[src/rtl/core/sidl_pkg.sv]
package sidl_pkg;

   // role codes of one result beat
   localparam logic [2:0] ROLE_LIST_SIZE = 3'd0;
   localparam logic [2:0] ROLE_ITEM_SIZE = 3'd1;
   localparam logic [2:0] ROLE_ITEM_DATA = 3'd2;
   localparam logic [2:0] ROLE_TERMINAL  = 3'd3;
   localparam logic [2:0] ROLE_IGNORED   = 3'd4;

   // size of a list or item size header in bytes
   localparam logic [15:0] HDR_BYTES = 16'd2;

   typedef struct packed {
      logic [7:0] byte_value;
      logic       first_byte;
   } beat_type;

   typedef struct packed {
      logic [2:0]  byte_role;
      logic [14:0] item_number;
      logic [15:0] data_offset;
      logic        item_end;
      logic        list_done;
      logic        format_error;
   } result_type;

endpackage

[src/rtl/core/sidl_in_stage.sv]
module sidl_in_stage (
   input  logic                clock,
   input  logic                reset,
   input  logic                up_valid,
   output logic                up_stall,
   input  sidl_pkg::beat_type  up_beat,
   output logic                down_valid,
   input  logic                down_stall,
   output sidl_pkg::beat_type  down_beat
);
   import sidl_pkg::*;

   logic     valid_ff;
   beat_type beat_ff;
   logic     load;

   // stage moves whenever it is empty or its beat leaves this cycle
   assign load     = !(valid_ff && down_stall);
   assign up_stall = !load;

   always_ff @(posedge clock) begin
      if (reset) begin
         valid_ff <= 1'b0;
      end else if (load) begin
         valid_ff <= up_valid;
      end
   end

   always_ff @(posedge clock) begin
      if (load && up_valid) begin
         beat_ff <= up_beat;
      end
   end

   assign down_valid = valid_ff;
   assign down_beat  = beat_ff;

endmodule

[src/rtl/core/sidl_parse.sv]
module sidl_parse (
   input  logic                 clock,
   input  logic                 reset,
   input  logic                 in_valid,
   output logic                 in_stall,
   input  sidl_pkg::beat_type   in_beat,
   output logic                 out_valid,
   input  logic                 out_stall,
   output sidl_pkg::result_type out_result
);
   import sidl_pkg::*;

   typedef enum logic [2:0] {
      PH_LSIZE_LO,
      PH_LSIZE_HI,
      PH_ISIZE_LO,
      PH_ISIZE_HI,
      PH_DATA,
      PH_TERM_LO,
      PH_TERM_HI,
      PH_DONE
   } phase_type;

   phase_type          phase_ff, phase_in, phase_cur;
   logic [7:0]         low_ff, low_in, low_cur;
   logic signed [16:0] budget_ff, budget_in, budget_cur;
   logic [15:0]        left_ff, left_in, left_cur;
   logic [15:0]        pos_ff, pos_in, pos_cur;
   logic [14:0]        count_ff, count_in, count_cur;
   logic               err_ff, err_in, err_cur;
   logic               out_valid_ff;
   result_type         result_ff, result_in;
   logic               take;
   logic [15:0]        word;
   logic               too_big;

   assign in_stall = out_valid_ff && out_stall;
   assign take     = in_valid && !in_stall;
   assign word     = {in_beat.byte_value, low_cur};
   assign too_big  = $signed({2'b00, word}) > $signed({budget_cur[16], budget_cur});

   always_comb begin
      // first byte of a list restarts from the cleared state
      if (in_beat.first_byte) begin
         phase_cur  = PH_LSIZE_LO;
         low_cur    = 8'd0;
         budget_cur = 17'sd0;
         left_cur   = 16'd0;
         pos_cur    = 16'd0;
         count_cur  = 15'd0;
         err_cur    = 1'b0;
      end else begin
         phase_cur  = phase_ff;
         low_cur    = low_ff;
         budget_cur = budget_ff;
         left_cur   = left_ff;
         pos_cur    = pos_ff;
         count_cur  = count_ff;
         err_cur    = err_ff;
      end

      phase_in  = phase_cur;
      low_in    = low_cur;
      budget_in = budget_cur;
      left_in   = left_cur;
      pos_in    = pos_cur;
      count_in  = count_cur;
      err_in    = err_cur;

      result_in.byte_role   = ROLE_IGNORED;
      result_in.item_number = count_cur;
      result_in.data_offset = 16'd0;
      result_in.item_end    = 1'b0;
      result_in.list_done   = 1'b0;

      unique case (phase_cur)
         PH_LSIZE_LO: begin
            result_in.byte_role = ROLE_LIST_SIZE;
            low_in              = in_beat.byte_value;
            phase_in            = PH_LSIZE_HI;
         end
         PH_LSIZE_HI: begin
            result_in.byte_role = ROLE_LIST_SIZE;
            budget_in = $signed({1'b0, word}) - $signed({1'b0, HDR_BYTES});
            phase_in  = (budget_in > 17'sd0) ? PH_ISIZE_LO : PH_TERM_LO;
         end
         PH_ISIZE_LO: begin
            result_in.byte_role = ROLE_ITEM_SIZE;
            low_in              = in_beat.byte_value;
            phase_in            = PH_ISIZE_HI;
         end
         PH_ISIZE_HI: begin
            result_in.byte_role = ROLE_ITEM_SIZE;
            if (word < HDR_BYTES || too_big) begin
               err_in   = 1'b1;
               phase_in = PH_TERM_LO;
            end else begin
               budget_in = budget_cur - $signed({1'b0, word});
               left_in   = word - HDR_BYTES;
               pos_in    = 16'd0;
               if (word == HDR_BYTES) begin
                  result_in.item_end = 1'b1;
                  count_in = count_cur + 15'd1;
                  phase_in = (budget_in > 17'sd0) ? PH_ISIZE_LO : PH_TERM_LO;
               end else begin
                  phase_in = PH_DATA;
               end
            end
         end
         PH_DATA: begin
            result_in.byte_role   = ROLE_ITEM_DATA;
            result_in.data_offset = pos_cur;
            pos_in  = pos_cur + 16'd1;
            left_in = left_cur - 16'd1;
            if (left_cur == 16'd1) begin
               result_in.item_end = 1'b1;
               count_in = count_cur + 15'd1;
               phase_in = (budget_cur > 17'sd0) ? PH_ISIZE_LO : PH_TERM_LO;
            end
         end
         PH_TERM_LO: begin
            result_in.byte_role = ROLE_TERMINAL;
            phase_in            = PH_TERM_HI;
         end
         PH_TERM_HI: begin
            result_in.byte_role = ROLE_TERMINAL;
            result_in.list_done = 1'b1;
            phase_in            = PH_DONE;
         end
         default: begin
            result_in.byte_role = ROLE_IGNORED;
         end
      endcase

      result_in.format_error = err_in;
   end

   always_ff @(posedge clock) begin
      if (reset) begin
         phase_ff     <= PH_LSIZE_LO;
         low_ff       <= 8'd0;
         budget_ff    <= 17'sd0;
         left_ff      <= 16'd0;
         pos_ff       <= 16'd0;
         count_ff     <= 15'd0;
         err_ff       <= 1'b0;
         out_valid_ff <= 1'b0;
      end else begin
         if (take) begin
            phase_ff  <= phase_in;
            low_ff    <= low_in;
            budget_ff <= budget_in;
            left_ff   <= left_in;
            pos_ff    <= pos_in;
            count_ff  <= count_in;
            err_ff    <= err_in;
         end
         if (!in_stall) begin
            out_valid_ff <= in_valid;
         end
      end
   end

   always_ff @(posedge clock) begin
      if (take) begin
         result_ff <= result_in;
      end
   end

   assign out_valid  = out_valid_ff;
   assign out_result = result_ff;

endmodule

[src/rtl/core/shell_id_list_deframer.sv]
// path: a beat accepted into the input register moves on into the result register
// when the parser takes it, and rsp_ takes it from the result register
// throughput: one byte per cycle while rsp_ does not stall, one parse step per byte
// stalls on rsp_ back up through the input register and then onto req_stall
// reset (synchronous, active high) empties both registers and returns the parser
// to the list size low byte with all counters and the error flag cleared
module shell_id_list_deframer (
   input  logic        clock,
   input  logic        reset,
   // request channel: one raw byte per beat
   input  logic        req_valid,
   output logic        req_stall,
   input  logic [7:0]  req_byte_value,
   input  logic        req_first_byte,
   // response channel: one classification per byte
   output logic        rsp_valid,
   input  logic        rsp_stall,
   output logic [2:0]  rsp_byte_role,
   output logic [14:0] rsp_item_number,
   output logic [15:0] rsp_data_offset,
   output logic        rsp_item_end,
   output logic        rsp_list_done,
   output logic        rsp_format_error
);
   import sidl_pkg::*;

   beat_type   req_beat;
   beat_type   stage_beat;
   logic       stage_valid;
   logic       stage_stall;
   result_type rsp_result;

   assign req_beat.byte_value = req_byte_value;
   assign req_beat.first_byte = req_first_byte;

   // input register: decouples req_stall timing from the parse logic
   sidl_in_stage u_in_stage (
      .clock      (clock),
      .reset      (reset),
      .up_valid   (req_valid),
      .up_stall   (req_stall),
      .up_beat    (req_beat),
      .down_valid (stage_valid),
      .down_stall (stage_stall),
      .down_beat  (stage_beat)
   );

   // parse state update and result register; state moves only when a beat
   // enters the result register
   sidl_parse u_parse (
      .clock      (clock),
      .reset      (reset),
      .in_valid   (stage_valid),
      .in_stall   (stage_stall),
      .in_beat    (stage_beat),
      .out_valid  (rsp_valid),
      .out_stall  (rsp_stall),
      .out_result (rsp_result)
   );

   assign rsp_byte_role    = rsp_result.byte_role;
   assign rsp_item_number  = rsp_result.item_number;
   assign rsp_data_offset  = rsp_result.data_offset;
   assign rsp_item_end     = rsp_result.item_end;
   assign rsp_list_done    = rsp_result.list_done;
   assign rsp_format_error = rsp_result.format_error;

endmodule

[config.mk]
export PLATFORM = sky130hd
export DESIGN_NAME = shell_id_list_deframer
export DESIGN_NICKNAME = d
export VERILOG_FILES = /design/src/rtl/core/sidl_pkg.sv /design/src/rtl/core/sidl_in_stage.sv /design/src/rtl/core/sidl_parse.sv /design/src/rtl/core/shell_id_list_deframer.sv
export SDC_FILE = /design/constraint.sdc
export NUM_CORES = 1
export LEC_CHECK = 0
export BUFFER_PORTS_ARGS = -buffer_cell sky130_fd_sc_hd__buf_2
export CAP_MARGIN = 20
export CORE_AREA = 2 2 121 123
export DETAILED_ROUTE_END_ITERATION = 6
export DIE_AREA = 0 0 123 125
export GPL_TIMING_DRIVEN = 0
export PLACE_DENSITY = 0.83
export SLEW_MARGIN = 20
export SYNTH_ARGS = -nofsm -noshare
export SYNTH_HDL_FRONTEND = slang
export SYNTH_SLANG_ARGS = --single-unit
[constraint.sdc]
create_clock -name clock -period 9.4 [get_ports clock]
set_clock_uncertainty 0.2 [all_clocks]
set_input_delay 0.47 -clock clock [delete_from_list [all_inputs] [get_ports clock]]
set_output_delay 0.47 -clock clock [all_outputs]
set_load 0.01 [all_outputs]
==> results of run 1 <==
[logic make-up (layout without fill, tap and decap cells)]
family                   after synthesis  in the layout  share of synthesized area [%]
AO/OA/AOI/OAI                        256            256                          22.00
buffers and inverters                 81            164                          5.735
AND/OR/NAND/NOR                      402            402                          26.48
XOR/XNOR                              33             33                          3.818
flip-flops                           124            124                          38.88
adder cells (fa/ha/maj)               18             18                          2.942
multiplexers                           1              1                         0.1487
[final cells by class]
class	instances	area [um2]
well taps	184	230.2
clock buffers	19	432.9
repair buffers	51	255.2
plain buffers	57	344.1
fillers	1268	5559
clock inverters	13	151.4
multi-input cells	710	4198
inverters	24	90.09
flip-flops and latches	124	2943
[per-stage QoR]
stage                     setup slack [ns]  utilization, %  instances  cell area (um2)
final                                3.131           60.86       1182             8645
after global routing                 2.908           60.86       1182             8645
after CTS                            3.364           60.83       1182             8640
after detailed placement             3.405           56.71       1150             8055
after global placement               3.401           56.71       1150             8055
after floorplan                      4.990               -        915             7570
[routing by layer]
metal | up-vias | global-route usage, % | routed length [um]
met5 | - | 0 | 0
met4 | 0 | 14.57 | 860
met3 | 81 | 6.113 | 2410
met2 | 468 | 44.65 | 10030
met1 | 3425 | 41.66 | 9332
li1 | 3443 | - | -
[layout by cell type, fill, tap and decap left out, drive strengths merged, types with 37 or more instances in the layout]
cell	n
buf	65
dfxtp	78
nand2	78
nor2b	37
edfxtp	46
nor3	51
a21oi	80
clkbuf	62
o21ai	69
nor2	132
[worst reg2reg max path, cell delays in order, from the launching register on]
cell	delay (ns)
edfxtp_1	0.51
clkbuf_8	0.26
clkbuf_1	0.67
clkbuf_8	0.35
clkbuf_8	0.21
clkbuf_8	0.20
clkbuf_1	0.55
nor2b_1	0.11
ha_1	0.38
and3b_1	0.23
o311ai_0	0.28
a21oi_1	0.09
a311oi_2	0.46
a31oi_1	0.17
a211o_1	0.32
a31oi_1	0.31
xnor2_1	0.11
a41oi_1	0.52
a41o_2	0.29
[final timing paths]
kind	cells after the start	start	slack, ns	endpoint
setup reg to reg	18	u_in_stage.down_beat[0]	3.13	u_parse.phase_ff[1]
setup / recovery	18	u_in_stage.down_beat[0]	3.13	u_parse.phase_ff[1]
hold / removal	1	req_byte_value[3]	0.02	u_in_stage.down_beat[4]
hold reg to reg	1	u_parse.pos_ff[15]	0.29	u_parse.pos_ff[15]
[power by group through the flow]
| stage | combinational, mW | sequential [mW] | clock, mW |
|---|---|---|---|
| 2_1_floorplan | 0.129 | 0.603 | 0 |
| 3_5_place_dp | 0.190 | 0.602 | 0 |
| 4_1_cts | 0.191 | 0.591 | 0.659 |
| 3_3_place_gp | 0.186 | 0.601 | 0 |
| 6_report | 0.197 | 0.592 | 0.657 |
| 5_1_grt | 0.212 | 0.594 | 0.684 |
[registers in the layout (all words and copies together), names as in the netlist]
| signal | flops |
|---|---|
| u_in_stage.down_valid | 1 |
| u_parse.pos_ff | 16 |
| u_parse.phase_ff | 3 |
| u_parse.out_result | 37 |
| u_parse.err_ff | 1 |
| u_in_stage.down_beat | 9 |
| u_parse.low_ff | 8 |
| u_parse.out_valid | 1 |
| u_parse.left_ff | 16 |
| u_parse.budget_ff | 17 |
| u_parse.count_ff | 15 |
==> results.yml, run 1 <==
sta:
  fin_hold_ws_ns: 0.01658
  period_needed_ns: 6.269
  clock.fmax_ghz: 0.1595
  finalSetupTns_ns: 0
  grt_setup_unrepaired: "no"
  final_worst_path_cycle_share_pct: 66.69
  final_max_slew_viol_count: 0
  maxSlewHeadroom_pct: 42.15
  worst_pin_slew_ns: 0.8677
  hold_viol: 0
  final-setup-viol-count: 0
critical_path:
  critPathMaxStageDelay_ns: 0.67
  cpLargestDelayFamily: "compound AO/OA/AOI/OAI gates"
  worst_setup_path_start_kind: "register"
  end_kind: "register"
  timing.critical_path.buf_inv: 6
  worst_path_cell_trace: "clkbuf_8, clkbuf_1, clkbuf_8, clkbuf_8, clkbuf_8, clkbuf_1, nor2b_1, ha_1, and3b_1, o311ai_0, a21oi_1, a311oi_2, a31oi_1, a211o_1, a31oi_1, xnor2_1, a41oi_1, a41o_2"
  critical_path.max_fanout: 10
  arrival_ns: 6.44
  setup.worst_path.class: "register to register"
  critPathRequiredTime_ns: 9.57
  critical_path.slowest_cell: "clkbuf_1"
  worst_path_most_repeated_cell: "clkbuf_8"
die:
  chipWidth_um: 123
  die_area_um2: 15380
  start_util_pct: 53.29
  core_area_um2: 14200
  die_height_um: 125
  row_count: 44
  ios: 52
synthesis:
  synth_area_um2: 7570
  yosysMostFrequentCell: "nor2_1"
  synth.avg_cell_area_um2: 8.273
  syn-num-nets: 945
  seq_area_frac_synth_pct: 38.88
  ys.flop_type: "dfxtp_1"
  largest_cells_by_area_after_synthesis: "dfxtp_1 (21%), edfxtp_1 (18%), nor2_1 (6.5%)"
  ys_types: 78
  synthesis.instances: 915
  synthTopCellsByCount: "nor2_1 (131), dfxtp_1 (78), nand2_1 (78)"
  area_share_of_the_largest_cell_type_after_synthesis_pct: 20.63
  synth_edf_count: 46
  async_flop_share_pct: 0
  synthesis.yosys.warnings: 0
  yosysTopAreaCell: "dfxtp_1"
  ys_ff_latch: 124
placed_design:
  gp_congestion: 1.023
  io_buffer_count: 51
  detailed_place_hpwl_mm: 16.03
pwr:
  vdd_ir_drop_max_uv: 142.6
  netSwitchingPower_uw: 388.4
  seqPwrFrac_pct: 40.9
  post-layout-total-power_mw: 1.445
  clock_power_share_pct: 45.5
  cell_internal_pwr_mw: 1.057
  sw_frac_of_total_pct: 26.87
  power-per-cell-area_nw_per_um2: 167.2
  relative_contribution_of_combinational_cells_to_total_power_pct: 13.6
  leakagePower_nw: 3.221
outcome:
  outcome: "complete, no violations"
clocking:
  cts_made_buffers: 17
  postCtsSetupBuffers: 0
  holdBufCountCts: 0
  clk_pin_slew_ns: 0.06
  htreeDepth: 4
  max-clock-path-buffers: 2
  cts-root-buf: "clkbuf_16"
  numClockSinks: 124
  cts_tree: "yes"
  clock_latency_ns: 0.43
  post_cts.resized_instances: 0
final_layout:
  nNetsFinal: 1015
  share_of_cells_above_drive_strength_1_pct: 13.53
  antenna_cells_inserted: 0
  area_delta_synth_final_pct: 14.20
flow_run:
  timing.max_cap.violations: 0
route:
  num_vias: 7417
  drt_iter0_drc: 934
  drc: 0
  drt-total-wl_mm: 22.63
  drt.antenna.violating_nets: 0
  detailedRoute.firstPassIterationCount: 7
  route.detailed.vias_per_inst: 6.275
  wl_per_cell_um: 19.15
hold_path:
  min-delay-path-class: "input port to register"
grt:
  grt_usage_pct: 30.06
  grt_start_max_net_pins: 47
  antenna_found_initial: 0
  number_of_global_route_vias_before_repair: 6779
  first_pass_grt_wire_length_mm: 35.58
  overflow: 0
Note: power is estimated with default switching activity, not from simulation.
==> run 2: changes to the inputs <==
clock period = 5.8 ns   (was 9.4 ns; I/O delays follow)
==> run 2 against run 1 <==
  * Global-route usage is 0.38 points higher
  * First-iteration DRC count grew 8.9%
  * Combinational power is 64% higher
  * Power increased by 63%
  * Critical path depth down 1
  * Sequential share of layout area fell by 0.41 points
  * Cell count grew 0.85%
  * Design area is 1.2% higher
  * Non-clock buffer count rose by 10
  * Critical endpoint unchanged
  * Largest cell class unchanged
  * Highest routed layer unchanged
==> results.yml, run 2 (same netlist as run 1, synthesis figures left out) <==
outcome:
  outcome: "complete, no violations"
grt:
  first_pass_grt_wire_length_mm: 36.02
  overflow: 0
  antenna_found_initial: 0
  number_of_global_route_vias_before_repair: 6827
  grt_start_max_net_pins: 47
  grt_usage_pct: 30.44
final_layout:
  multi_input_area_um2: 4198
  nNetsFinal: 1025
  area_delta_synth_final_pct: 15.60
  share_of_cells_above_drive_strength_1_pct: 13.39
  post-route-cell-area_um2: 8751
  layout.area.seq_um2: 2943
  nFillCells: 1251
  max_ffs_per_register: 37
  antenna_cells_inserted: 0
  layout_common_cells: "nor2_1 (131), nand2_1 (78), dfxtp_1 (78)"
  most_common_cell_after_layout_fill_and_taps_aside: "nor2_1"
sta:
  grt_setup_unrepaired: "no"
  post-route-worst-setup-slack_ns: 0.2472
  period_needed_ns: 5.553
  final_worst_path_cycle_share_pct: 95.74
  final-setup-viol-count: 0
  worst_pin_slew_ns: 0.7970
  clock.fmax_ghz: 0.1801
  hold_viol: 0
  finalSetupTns_ns: 0
  maxSlewHeadroom_pct: 46.51
  final_max_slew_viol_count: 0
critical_path:
  cpLargestDelayFamily: "compound AO/OA/AOI/OAI gates"
  arrival_ns: 5.73
  critical_r2r_launch: "u_in_stage.down_beat[0]"
  critical_path.max_fanout: 19
  timing.critical_path.depth: 17
  worst_path_most_repeated_cell: "clkbuf_8"
  cp-startpoint: "u_in_stage.down_beat[0]"
  worst_setup_path_start_kind: "register"
  timing.critical_path.buf_inv: 5
  end_kind: "register"
  critPathMaxStageDelay_ns: 0.56
  timing.reg2reg.worst_path_depth: 17
  critPathRequiredTime_ns: 5.97
  setup.worst_path.class: "register to register"
  worst_path_cell_trace: "clkbuf_8, clkbuf_8, clkbuf_8, clkbuf_8, clkbuf_1, nor2b_1, ha_1, and3b_1, o311ai_0, a21oi_1, a311oi_2, a31oi_1, a211o_1, a31oi_1, xnor2_1, a41oi_1, a41o_2"
  critical_path.slowest_cell: "clkbuf_1"
clocking:
  clock_latency_ns: 0.43
  cts_tree: "yes"
  post_cts.resized_instances: 0
  cts-root-buf: "clkbuf_16"
  htreeDepth: 4
  clk_pin_slew_ns: 0.06
  cts_made_buffers: 17
  numClockSinks: 124
  postCtsSetupBuffers: 0
  max-clock-path-buffers: 2
die:
  chipWidth_um: 123
  row_count: 44
  ios: 52
  die_height_um: 125
  die_area_um2: 15380
  start_util_pct: 53.29
  core_area_um2: 14200
placed_design:
  placed_area_um2: 8055
  detailed_place_hpwl_mm: 16.03
  placement.setup.worst_slack_ns: -0.1947
  gp_congestion: 1.023
  io_buffer_count: 51
route:
  drc: 0
  drt-total-wl_mm: 22.88
  drt_iter0_drc: 1017
  detailedRoute.firstPassIterationCount: 5
  route.detailed.vias_per_inst: 6.284
  num_vias: 7490
  wl_per_cell_um: 19.20
  drt.antenna.violating_nets: 0
hold_path:
  timing.hold.worst.start: "reset"
  timing.hold.worst_path_depth: 4
  min-delay-path-class: "input port to register"
pwr:
  sw_frac_of_total_pct: 26.99
  seqPwrFrac_pct: 40.8
  leakagePower_nw: 3.267
  netSwitchingPower_uw: 635.0
  clock_power_share_pct: 45.5
  power-per-cell-area_nw_per_um2: 268.8
  relative_contribution_of_combinational_cells_to_total_power_pct: 13.8
  vdd_ir_drop_max_uv: 232.0
  cell_internal_pwr_mw: 1.718
flow_run:
  timing.max_cap.violations: 0
run 2: through the flow:
step / utilization (%) / hold slack, ns / power, mW / instances
floorplan: - / 0.1889 / 1.187 / 915
global placement: 56.71 / 0.2659 / 1.276 / 1150
detailed placement: 56.71 / 0.2681 / 1.283 / 1150
CTS: 61.58 / 0.09829 / 2.340 / 1192
global route: 61.61 / 0.1409 / 2.422 / 1192
finish: 61.61 / 0.1156 / 2.353 / 1192
run 2: power groups by stage:
stage	clock, mW	combinational (mW)	sequential, mW
finish	1.07	0.324	0.959
CTS	1.07	0.314	0.958
global route	1.11	0.350	0.962
floorplan	0	0.209	0.977
global placement	0	0.302	0.974
detailed placement	0	0.307	0.975
run 2: layout make-up:
class | instances | area share, %
clock buffers | 19 | 4.947
multi-input cells | 710 | 47.97
inverters | 24 | 1.029
clock inverters | 13 | 1.730
flip-flops and latches | 124 | 33.63
plain buffers | 56 | 3.889
repair buffers | 62 | 4.175
well taps | 184 | 2.631
run 2: worst min-delay path, stage by stage:
cell and delay (ns):
buf_2 0.19, nor3_1 0.10, nand2_1 0.06, o21ai_0 0.06
run 2: final timing paths:
path	to	slack (ns)
max	u_parse.phase_ff[1]	0.25
min	u_parse.phase_ff[0]	0.12
max reg2reg	u_parse.phase_ff[1]	0.25
min reg2reg	u_parse.pos_ff[15]	0.29
run 2: repair_timing:
| action | CTS | global route |
|---|---|---|
| hold endpoints to repair | 11 | 0 |
| hold buffers | 11 | 0 |
| endpoints found under the setup margin | 29 | 0 |
run 2: metal layers:
metal | track usage (%) | up-vias | wire (um)
met3 | 6.250 | 78 | 2406
met4 | 14.04 | 0 | 793
li1 | - | 3461 | -
met5 | 0 | - | 0
met2 | 46.18 | 481 | 10370
met1 | 41.60 | 3470 | 9310
